===== src/rtl/core/csem_pkg.sv =====
// ----------------------------------------------------------------------------
// csem_pkg
// Shared types and constants for the counting semaphore with timed waits.
// ----------------------------------------------------------------------------
package csem_pkg;

  localparam int QUEUE_DEPTH_DEF = 16;

  localparam int CNT_W    = 16;
  localparam int INIT_W   = 15;
  localparam int TID_W    = 8;
  localparam int TMR_W    = 16;
  localparam int FUNC_W   = 2;
  localparam int OUTC_W   = 3;

  localparam logic signed [CNT_W-1:0] COUNT_TOP = 16'sd32767;

  // operation codes on the input tuser
  localparam logic [FUNC_W-1:0] FUNC_WAIT   = 2'd0;
  localparam logic [FUNC_W-1:0] FUNC_SIGNAL = 2'd1;
  localparam logic [FUNC_W-1:0] FUNC_TICK   = 2'd2;

  // result outcome codes on the output tuser
  localparam logic [OUTC_W-1:0] OUTC_GRANTED  = 3'd0;
  localparam logic [OUTC_W-1:0] OUTC_BLOCKED  = 3'd1;
  localparam logic [OUTC_W-1:0] OUTC_WOKEN    = 3'd2;
  localparam logic [OUTC_W-1:0] OUTC_TIMEDOUT = 3'd3;
  localparam logic [OUTC_W-1:0] OUTC_REJECTED = 3'd4;

  typedef enum logic [2:0] {
    ST_IDLE,
    ST_WAIT,
    ST_SIG_EMIT,
    ST_TICK_RD,
    ST_TICK_EVAL,
    ST_TICK_FLUSH
  } state_t;

  // controller -> datapath
  typedef struct packed {
    logic latch_in;    // capture thread id and time limit
    logic wait_exec;   // grant, block or reject the latched wait
    logic sig_start;   // count up, read queue head
    logic sig_emit;    // pop head, send woken result
    logic tick_start;  // open a timer scan
    logic tick_read;   // read next entry of the scan
    logic tick_eval;   // retire or compact the entry just read
    logic tick_flush;  // close scan, send held result as last
  } cmd_t;

  // datapath -> controller
  typedef struct packed {
    logic out_free;
    logic total_zero;
    logic scan_done;
    logic expired;
    logic pend_valid;
  } status_t;

endpackage


===== src/rtl/core/csem_ctrl.sv =====
// ----------------------------------------------------------------------------
// csem_ctrl
// Sequencer for wait, signal and tick operations.
// ----------------------------------------------------------------------------
module csem_ctrl (
  input  logic                         clk,
  input  logic                         rst,
  input  logic                         in_valid,
  input  logic [csem_pkg::FUNC_W-1:0]  in_func,
  output logic                         in_ready,
  input  csem_pkg::status_t            status,
  output csem_pkg::cmd_t               cmd
);

  csem_pkg::state_t state, state_next;
  logic             accept;

  assign accept = in_valid && (state == csem_pkg::ST_IDLE);

  always_ff @(posedge clk) begin
    if (rst) begin
      state <= csem_pkg::ST_IDLE;
    end else begin
      state <= state_next;
    end
  end

  always_comb begin
    state_next = state;
    case (state)
      csem_pkg::ST_IDLE: begin
        if (accept) begin
          case (in_func)
            csem_pkg::FUNC_WAIT:   state_next = csem_pkg::ST_WAIT;
            csem_pkg::FUNC_SIGNAL: begin
              if (!status.total_zero) state_next = csem_pkg::ST_SIG_EMIT;
            end
            csem_pkg::FUNC_TICK:   state_next = csem_pkg::ST_TICK_RD;
            default:               state_next = csem_pkg::ST_IDLE;
          endcase
        end
      end
      csem_pkg::ST_WAIT: begin
        if (status.out_free) state_next = csem_pkg::ST_IDLE;
      end
      csem_pkg::ST_SIG_EMIT: begin
        if (status.out_free) state_next = csem_pkg::ST_IDLE;
      end
      csem_pkg::ST_TICK_RD: begin
        state_next = status.scan_done ? csem_pkg::ST_TICK_FLUSH : csem_pkg::ST_TICK_EVAL;
      end
      csem_pkg::ST_TICK_EVAL: begin
        // a second expiry must first push out the held result
        if (!(status.expired && status.pend_valid && !status.out_free)) begin
          state_next = csem_pkg::ST_TICK_RD;
        end
      end
      csem_pkg::ST_TICK_FLUSH: begin
        if (!status.pend_valid || status.out_free) state_next = csem_pkg::ST_IDLE;
      end
      default: state_next = csem_pkg::ST_IDLE;
    endcase
  end

  always_comb begin
    cmd      = '0;
    in_ready = 1'b0;
    case (state)
      csem_pkg::ST_IDLE: begin
        in_ready       = 1'b1;
        cmd.latch_in   = accept;
        cmd.sig_start  = accept && (in_func == csem_pkg::FUNC_SIGNAL);
        cmd.tick_start = accept && (in_func == csem_pkg::FUNC_TICK);
      end
      csem_pkg::ST_WAIT:     cmd.wait_exec = status.out_free;
      csem_pkg::ST_SIG_EMIT: cmd.sig_emit  = status.out_free;
      csem_pkg::ST_TICK_RD:  cmd.tick_read = !status.scan_done;
      csem_pkg::ST_TICK_EVAL: begin
        cmd.tick_eval = !(status.expired && status.pend_valid && !status.out_free);
      end
      csem_pkg::ST_TICK_FLUSH: begin
        cmd.tick_flush = !status.pend_valid || status.out_free;
      end
      default: begin
        cmd      = '0;
        in_ready = 1'b0;
      end
    endcase
  end

endmodule


===== src/rtl/core/csem_dp.sv =====
// ----------------------------------------------------------------------------
// csem_dp
// Count, circular waiter queue, timer scan and output register.
// ----------------------------------------------------------------------------
module csem_dp #(
  parameter int QUEUE_DEPTH = csem_pkg::QUEUE_DEPTH_DEF
) (
  input  logic                                clk,
  input  logic                                rst,
  input  logic [csem_pkg::TID_W-1:0]          in_tid,
  input  logic [csem_pkg::TMR_W-1:0]          in_max,
  input  logic                                cfg_valid,
  input  logic [csem_pkg::INIT_W-1:0]         cfg_data,
  input  csem_pkg::cmd_t                      cmd,
  output csem_pkg::status_t                   status,
  output logic                                out_valid,
  input  logic                                out_ready,
  output logic [csem_pkg::TID_W-1:0]          out_tid,
  output logic [csem_pkg::OUTC_W-1:0]         out_outcome,
  output logic signed [csem_pkg::CNT_W-1:0]   out_count,
  output logic                                out_last
);

  localparam int IW = (QUEUE_DEPTH > 1) ? $clog2(QUEUE_DEPTH) : 1;
  localparam int TW = $clog2(QUEUE_DEPTH + 1);
  localparam int SW = TW + 1;
  localparam logic [SW-1:0] DEPTH_S = SW'(QUEUE_DEPTH);
  localparam logic [TW-1:0] DEPTH_T = TW'(QUEUE_DEPTH);

  // head + offset, wrapped once; both terms are below the depth
  function automatic logic [IW-1:0] wrap_add(input logic [IW-1:0] base,
                                             input logic [TW-1:0] ofs);
    logic [SW-1:0] sum;
    sum = SW'(base) + SW'(ofs);
    if (sum >= DEPTH_S) sum = sum - DEPTH_S;
    return sum[IW-1:0];
  endfunction

  logic [csem_pkg::TID_W-1:0] id_mem  [QUEUE_DEPTH];
  logic [csem_pkg::TMR_W-1:0] tmr_mem [QUEUE_DEPTH];

  logic signed [csem_pkg::CNT_W-1:0] count, count_inc, count_dec;
  logic [IW-1:0]                     head;
  logic [TW-1:0]                     total;
  logic [TW-1:0]                     rd_cnt, wr_cnt, scan_len;
  logic [csem_pkg::TID_W-1:0]        op_tid, rd_id;
  logic [csem_pkg::TMR_W-1:0]        op_max, rd_tmr;
  logic                              pend_valid;
  logic [csem_pkg::TID_W-1:0]        pend_tid;
  logic signed [csem_pkg::CNT_W-1:0] pend_cnt;
  logic                              scan_on;

  logic                              wr_en;
  logic [IW-1:0]                     wr_addr, rd_addr;
  logic [csem_pkg::TID_W-1:0]        wr_id;
  logic [csem_pkg::TMR_W-1:0]        wr_tmr;

  logic                              emit_en, emit_last;
  logic [csem_pkg::TID_W-1:0]        emit_tid;
  logic [csem_pkg::OUTC_W-1:0]       emit_outc;
  logic signed [csem_pkg::CNT_W-1:0] emit_cnt;
  logic                              expired, granted, queue_full;

  assign count_inc  = (count < csem_pkg::COUNT_TOP) ? count + 16'sd1 : count;
  assign count_dec  = count - 16'sd1;
  assign expired    = (rd_tmr == csem_pkg::TMR_W'(1));
  assign granted    = (count > 16'sd0);
  assign queue_full = (total >= DEPTH_T);

  assign status.out_free   = !out_valid || out_ready;
  assign status.total_zero = (total == '0);
  assign status.scan_done  = (rd_cnt == scan_len);
  assign status.expired    = expired;
  assign status.pend_valid = pend_valid;

  // memory port control
  always_comb begin
    wr_en   = 1'b0;
    wr_addr = wrap_add(head, total);
    wr_id   = op_tid;
    wr_tmr  = op_max;
    if (cmd.wait_exec && !granted && !queue_full) begin
      wr_en = 1'b1;
    end else if (cmd.tick_eval && !expired) begin
      wr_en   = 1'b1;
      wr_addr = wrap_add(head, wr_cnt);
      wr_id   = rd_id;
      wr_tmr  = (rd_tmr == '0) ? rd_tmr : rd_tmr - csem_pkg::TMR_W'(1);
    end
    // during a scan the address stays on the current entry, so a stalled
    // step keeps reading the same data
    rd_addr = scan_on ? wrap_add(head, rd_cnt) : head;
  end

  always_ff @(posedge clk) begin
    if (wr_en) begin
      id_mem[wr_addr]  <= wr_id;
      tmr_mem[wr_addr] <= wr_tmr;
    end
    rd_id  <= id_mem[rd_addr];
    rd_tmr <= tmr_mem[rd_addr];
  end

  // result selection
  always_comb begin
    emit_en   = 1'b0;
    emit_tid  = op_tid;
    emit_outc = csem_pkg::OUTC_GRANTED;
    emit_cnt  = count;
    emit_last = 1'b1;
    if (cmd.wait_exec) begin
      emit_en = 1'b1;
      if (granted) begin
        emit_cnt = count_dec;
      end else if (queue_full) begin
        emit_outc = csem_pkg::OUTC_REJECTED;
      end else begin
        emit_outc = csem_pkg::OUTC_BLOCKED;
        emit_cnt  = count_dec;
      end
    end else if (cmd.sig_emit) begin
      emit_en   = 1'b1;
      emit_tid  = rd_id;
      emit_outc = csem_pkg::OUTC_WOKEN;
    end else if ((cmd.tick_eval && expired) || cmd.tick_flush) begin
      emit_en   = pend_valid;
      emit_tid  = pend_tid;
      emit_outc = csem_pkg::OUTC_TIMEDOUT;
      emit_cnt  = pend_cnt;
      emit_last = cmd.tick_flush;
    end
  end

  always_ff @(posedge clk) begin
    if (cmd.latch_in) begin
      op_tid <= in_tid;
      op_max <= in_max;
    end
    if (emit_en) begin
      out_tid     <= emit_tid;
      out_outcome <= emit_outc;
      out_count   <= emit_cnt;
      out_last    <= emit_last;
    end
    if (cmd.tick_eval && expired) begin
      pend_tid <= rd_id;
      pend_cnt <= count_inc;
    end
    if (cmd.tick_start) begin
      rd_cnt   <= '0;
      wr_cnt   <= '0;
      scan_len <= total;
    end
    if (cmd.tick_eval) begin
      rd_cnt <= rd_cnt + TW'(1);
      if (!expired) wr_cnt <= wr_cnt + TW'(1);
    end
  end

  always_ff @(posedge clk) begin
    if (rst) begin
      count      <= '0;
      head       <= '0;
      total      <= '0;
      pend_valid <= 1'b0;
      out_valid  <= 1'b0;
      scan_on    <= 1'b0;
    end else begin
      if (emit_en) begin
        out_valid <= 1'b1;
      end else if (out_ready) begin
        out_valid <= 1'b0;
      end

      if (cfg_valid) begin
        count <= csem_pkg::CNT_W'(cfg_data);
        head  <= '0;
        total <= '0;
      end else if (cmd.wait_exec) begin
        if (granted) begin
          count <= count_dec;
        end else if (!queue_full) begin
          count <= count_dec;
          total <= total + TW'(1);
        end
      end else if (cmd.sig_start) begin
        count <= count_inc;
      end else if (cmd.sig_emit) begin
        head  <= wrap_add(head, TW'(1));
        total <= total - TW'(1);
      end else if (cmd.tick_eval && expired) begin
        count <= count_inc;
      end else if (cmd.tick_flush) begin
        total <= wr_cnt;
      end

      if (cmd.tick_start || cmd.tick_flush) begin
        pend_valid <= 1'b0;
      end else if (cmd.tick_eval && expired) begin
        pend_valid <= 1'b1;
      end

      if (cmd.tick_start) begin
        scan_on <= 1'b1;
      end else if (cmd.tick_flush) begin
        scan_on <= 1'b0;
      end
    end
  end

endmodule


===== src/rtl/core/counting_semaphore_timed_wait.sv =====
// ----------------------------------------------------------------------------
// counting_semaphore_timed_wait
// Counting semaphore with a FIFO of blocked threads and per-waiter timeouts.
// ----------------------------------------------------------------------------
// One operation is taken at a time. A wait passes through the wait state, a
// signal with waiters through the signal-emit state, and a tick through a
// read and an evaluate state per waiter and a flush state, reading entries
// through the single registered read port of the waiter memory, writing
// survivors back compacted. Results leave through an output register, so a
// result waits there while the next step proceeds; a stalled output holds
// the sequencer only when a further result is due. The waiter memory needs
// no clearing after reset. A write on the config channel reloads the count
// and empties the queue; it is meant for idle periods only.
module counting_semaphore_timed_wait #(
  parameter int QUEUE_DEPTH = csem_pkg::QUEUE_DEPTH_DEF
) (
  input  logic        clk,
  input  logic        rst,
  input  logic        s_tvalid,
  output logic        s_tready,
  input  logic [23:0] s_tdata,    // [7:0] thread_id, [23:8] max_wait
  input  logic [1:0]  s_tuser,    // [1:0] func
  output logic        m_tvalid,
  input  logic        m_tready,
  output logic [23:0] m_tdata,    // [7:0] thread_id_out, [23:8] count_after
  output logic [2:0]  m_tuser,    // [2:0] outcome
  output logic        m_tlast,
  input  logic        cfg_valid,
  output logic        cfg_ready,
  input  logic [14:0] cfg_data    // init_count
);

  csem_pkg::cmd_t                    cmd;
  csem_pkg::status_t                 status;
  logic [csem_pkg::TID_W-1:0]        out_tid;
  logic signed [csem_pkg::CNT_W-1:0] out_count;

  assign cfg_ready = 1'b1;
  assign m_tdata   = {out_count, out_tid};

  csem_ctrl u_ctrl (
    .clk      (clk),
    .rst      (rst),
    .in_valid (s_tvalid),
    .in_func  (s_tuser),
    .in_ready (s_tready),
    .status   (status),
    .cmd      (cmd)
  );

  csem_dp #(
    .QUEUE_DEPTH (QUEUE_DEPTH)
  ) u_dp (
    .clk         (clk),
    .rst         (rst),
    .in_tid      (s_tdata[7:0]),
    .in_max      (s_tdata[23:8]),
    .cfg_valid   (cfg_valid),
    .cfg_data    (cfg_data),
    .cmd         (cmd),
    .status      (status),
    .out_valid   (m_tvalid),
    .out_ready   (m_tready),
    .out_tid     (out_tid),
    .out_outcome (m_tuser),
    .out_count   (out_count),
    .out_last    (m_tlast)
  );

endmodule


===== config.mk =====
export PLATFORM = sky130hd
export DESIGN_NAME = counting_semaphore_timed_wait
export DESIGN_NICKNAME = d
export VERILOG_FILES = /design/src/rtl/core/csem_pkg.sv /design/src/rtl/core/csem_ctrl.sv /design/src/rtl/core/csem_dp.sv /design/src/rtl/core/counting_semaphore_timed_wait.sv
export SDC_FILE = /design/constraint.sdc
export NUM_CORES = 1
export LEC_CHECK = 0
export BUFFER_PORTS_ARGS = -buffer_cell sky130_fd_sc_hd__buf_2
export CAP_MARGIN = 20
export CELL_PAD_IN_SITES_DETAIL_PLACEMENT = 2
export CELL_PAD_IN_SITES_GLOBAL_PLACEMENT = 2
export CORE_AREA = 4 4 236 238
export CTS_BUF_LIST = sky130_fd_sc_hd__clkbuf_16
export CTS_CLUSTER_DIAMETER = 40
export DETAILED_ROUTE_END_ITERATION = 7
export DIE_AREA = 0 0 240 242
export PLACE_DENSITY = 0.86
export SYNTH_ARGS = -nofsm -noshare
export SYNTH_HDL_FRONTEND = slang
export SYNTH_SLANG_ARGS = --single-unit
export TNS_END_PERCENT = 10

===== constraint.sdc =====
create_clock -name clk -period 4.7 [get_ports clk]
set_input_delay 0 -clock clk [delete_from_list [all_inputs] [get_ports clk]]
set_output_delay 0 -clock clk [all_outputs]
set_load 0.01 [all_outputs]

==> impl_results.md <==
* Die X at roughly 240 um
* RSZ-0062 raised after global routing: false
* Max IR drop VDD at roughly 0.36 mV
* Crit path launch type: flop
* Vias in the first global route at roughly 16000
* Power Density at 465 nW/um2
* Slew Limit Headroom at 31.1%
* Vias/cell at around 6.1
* Fmax at 235 MHz
* H-tree levels at 3
* Reg-to-reg critical path startpoint: u_dp.rd_tmr[11]$_DFF_P_
* Adder-Cell Fraction of Synth Area at 1.61%
* Cell Chain, Critical Path: nor4_1 -> nand3_1 -> o21ai_4 -> a31oi_1 -> nor2_2 -> buf_4
* Vias at 14500
* Hold wc startpoint: s_tuser[1]
* Setup_tns at 0 ns
* Max incr delay on CP at between 0.8 and 0.9 ns
* Critical path peak fanout at 27
* Required time of the critical path at 4.97 ns
* Wl on met1 at 29700 um
* Avg Inst Size Synth at between 15 and 20 um2
* Die ar. at just under 60000 um2
* Cell family with most CP delay: simple AND/OR/NAND/NOR gates
* Number of placement rows at 85
* Core Box Area at 53600 um2
* Tcrit/Tclk final at about nine tenths
* Post-cts resize count at 0
* Actual slew at the worst max-slew pin at between 1 and 1.5 ns
* Initial Utilization at around two fifths
* Initial antenna violation count at 2
* Total power at 0.0126 W
* CTS tree: yes
* Nets at 1678
* Setup Crit Path Kind: flop to flop
* Worst Hold Class: primary input to flop
* Seq/Total Area, Yosys at 68.4%
* CP startpoint: u_dp.rd_tmr[11]$_DFF_P_
* Cell Area, Placed at 23900 um2
* Slowest cell on crit path: o21ai_4
* Port bufs at 75
* Final Max Tran Viols at 0
* Synth Area in Simple Gates at under 10%
* # diodes at 0
* EDFF count, synth at 470
* Critical path capture point type: flop
* Grt total ovfl at 0
* Mux cell area share after synthesis at 13.3%
* WL met3 at 4500 um
* 1st-iter DRT viols at around 1200
* Share of cells above drive strength 1 at 23.2%
* Endpoints failing setup at 0
* Die height at 242 um
* Root Driver: clkbuf_16
* Final ANT Viol Nets at 0
* Drt pass-1 iters at 5
* Syn Nets at 1488
* Total wire length at 77000 um
* HPWL after DPL at between 40000 and 50000 um
* Top Ports at 77
* Arrival @ worst endpoint at 4.53 ns
* Synth-to-layout area growth at 21.4%
* Post-synth ARST share at 0%
* Final instance area at 27200 um2
* FF+latch count, synth at 530
* Post-cts hold buffer count at 55
* Clk buf depth at 3
* Post-Synth XOR/XNOR Area at 1.92%
* WHS at 0.0338 ns
* Hold Fails Final Rpt at 0
* Netlist cell types at 69
* Gate Count Post-Synth at around 1400
* Top layer in use: met5
* TritonCTS Buffers at 80
* GPL Wtd Cong at 0.831
* Most used DFF post-synth: edfxtp_1
* Post-synthesis compound-gate area fraction at 5.84%
* Routed WL per cell at about 32 um
* Drc violations at 0
* Later-pin clock latency in the skew report at 0.63 ns
* TritonCTS Sinks at 530
* Gr usage total at 26.2%
* Status: complete, no violations
* DR WL met2 at about 40000 um
* Max-cap viol count at 0
* Leak at about 9.9 nW
* Global-route wire length before repair at 112000 um
* Crit path buffers/inverters at 1
* Post-CTS setup buffer count at 0
* Clock-pin slew on the worst setup and hold paths at around 0.050 ns
* Main combinational cell family by area after synthesis: multiplexers
* Clock Skew at roughly 0.027 ns
* Tmin final at 4.25 ns
* Synthesized area at approximately 22000 um2
* Largest net degree at the start of global routing at 97
* Ys Warns at 0
[tightest hold or removal path: cells and delay by family]
kind                     cells  cell delay [ns]
buffers and inverters        1             0.11
adder cells (fa/ha/maj)      1             0.17
AND/OR/NAND/NOR              1             0.05
AO/OA/AOI/OAI                2             0.27
[cells in the mapped netlist (3+ instances only)]
library cell / instances / area [um2]
o311ai_0: 3 / 26.3
o21ai_0: 49 / 245
mux2i_1: 76 / 761
o31ai_1: 3 / 22.5
a211oi_1: 12 / 90.1
ha_1: 24 / 300
nor4_1: 10 / 62.6
fa_1: 3 / 60.1
nor3_1: 29 / 145
inv_1: 24 / 90.1
edfxtp_1: 470 / 14100
nor4b_1: 4 / 35.0
nand3b_1: 3 / 22.5
mux4_2: 96 / 2160
a32oi_1: 3 / 26.3
a31oi_1: 12 / 75.1
o21ai_1: 5 / 25.0
or4_1: 5 / 37.5
a21oi_1: 42 / 210
or3_1: 9 / 56.3
nand2b_1: 5 / 31.3
a311oi_1: 7 / 61.3
o221a_2: 3 / 33.8
nand3_1: 39 / 195
and3_1: 7 / 43.8
clkbuf_1: 59 / 221
o21a_1: 6 / 45.0
buf_2: 15 / 75.1
nand4_1: 20 / 125
and2_1: 3 / 18.8
o211ai_1: 7 / 52.6
mux2_2: 5 / 56.3
xnor2_1: 28 / 245
o22ai_1: 4 / 25.0
a22o_1: 8 / 70.1
dfxtp_1: 60 / 1200
nand2_1: 93 / 349
xor2_1: 21 / 184
a21o_1: 13 / 97.6
nor2_1: 90 / 338
[state kept, by name, indices dropped and copies added, names as in the netlist, 16 cells and up]
name            cells
u_dp.id_mem       128
u_dp.tmr_mem      256
u_dp.op_max        16
u_dp.out_count     16
u_dp.count         16
u_dp.pend_cnt      16
u_dp.rd_tmr        16
[area by class of cell]
type / instances / area (um2)
fill: 4815 / 26400
clock inverter: 68 / 683
sequential: 530 / 15300
tap: 696 / 871
timing repair buffer: 184 / 1400
inverter: 25 / 93.8
clock buffer: 81 / 2030
multi-input combinational: 784 / 6780
[layout by cell type (no fill, tap or decap), drive strengths merged, types with 7 or more instances in the layout]
cell and instances:
edfxtp 470, buf 126, mux4 96, nand2 93, nor2 90, clkbuf 84, mux2i 76, dfxtp 60
o21ai 56, dlygate4sd3 55, inv 44, a21oi 42, nand3 39, clkinv 35, nor3 29, xnor2 28
ha 24, xor2 21, nand4 20, a21o 13, a31oi 12, a211oi 12, nor4 10, bufinv 10
or3 10, a22o 8, and3 7, a311oi 7, o211ai 7
[per-stage QoR]
| step | utilization (%) | setup slack [ns] | instances |
|---|---|---|---|
| after floorplan | - | 0.338 | 1415 |
| after detailed placement | 44.5 | 0.840 | 2159 |
| final | 50.7 | 0.449 | 2368 |
| after global placement | 44.5 | 1.18 | 2157 |
| after CTS | 50.6 | 0.608 | 2363 |
| after global routing | 50.7 | 0.332 | 2368 |
[kinds of logic after synthesis]
family / Yosys count
AO/OA/AOI/OAI: 198
XOR/XNOR: 49
adder cells (fa/ha/maj): 27
buffers and inverters: 101
flip-flops: 530
multiplexers: 177
other: 1
AND/OR/NAND/NOR: 332
[per-layer routing]
layer / vias up / global-route usage (%)
met4: 2 / 11.0
li1: 5995 / -
met1: 7709 / 32.7
met5: - / 0
met3: 187 / 4.75
met2: 612 / 45.1
[path summary, 6_finish.rpt]
check,slack [ns],cells past startpoint,end
min,0.03,5,u_ctrl.state[0]$_SDFFE_PP0P_
min reg2reg,0.48,0,u_dp.pend_tid[0]$_DFFE_PP_
max,0.45,6,u_dp.tmr_mem[2][7]$_DFFE_PP_
max reg2reg,0.45,6,u_dp.tmr_mem[2][7]$_DFFE_PP_
[power breakdown]
group / internal, W / switching (W) / total [W]
Clock: 0.00373 / 0.00235 / 0.00608
Combinational: 0.000387 / 0.000705 / 0.00109
Sequential: 0.00532 / 0.000135 / 0.00546
Total: 0.00944 / 0.00319 / 0.0126
No activity file was read; power rests on OpenSTA's default activity.
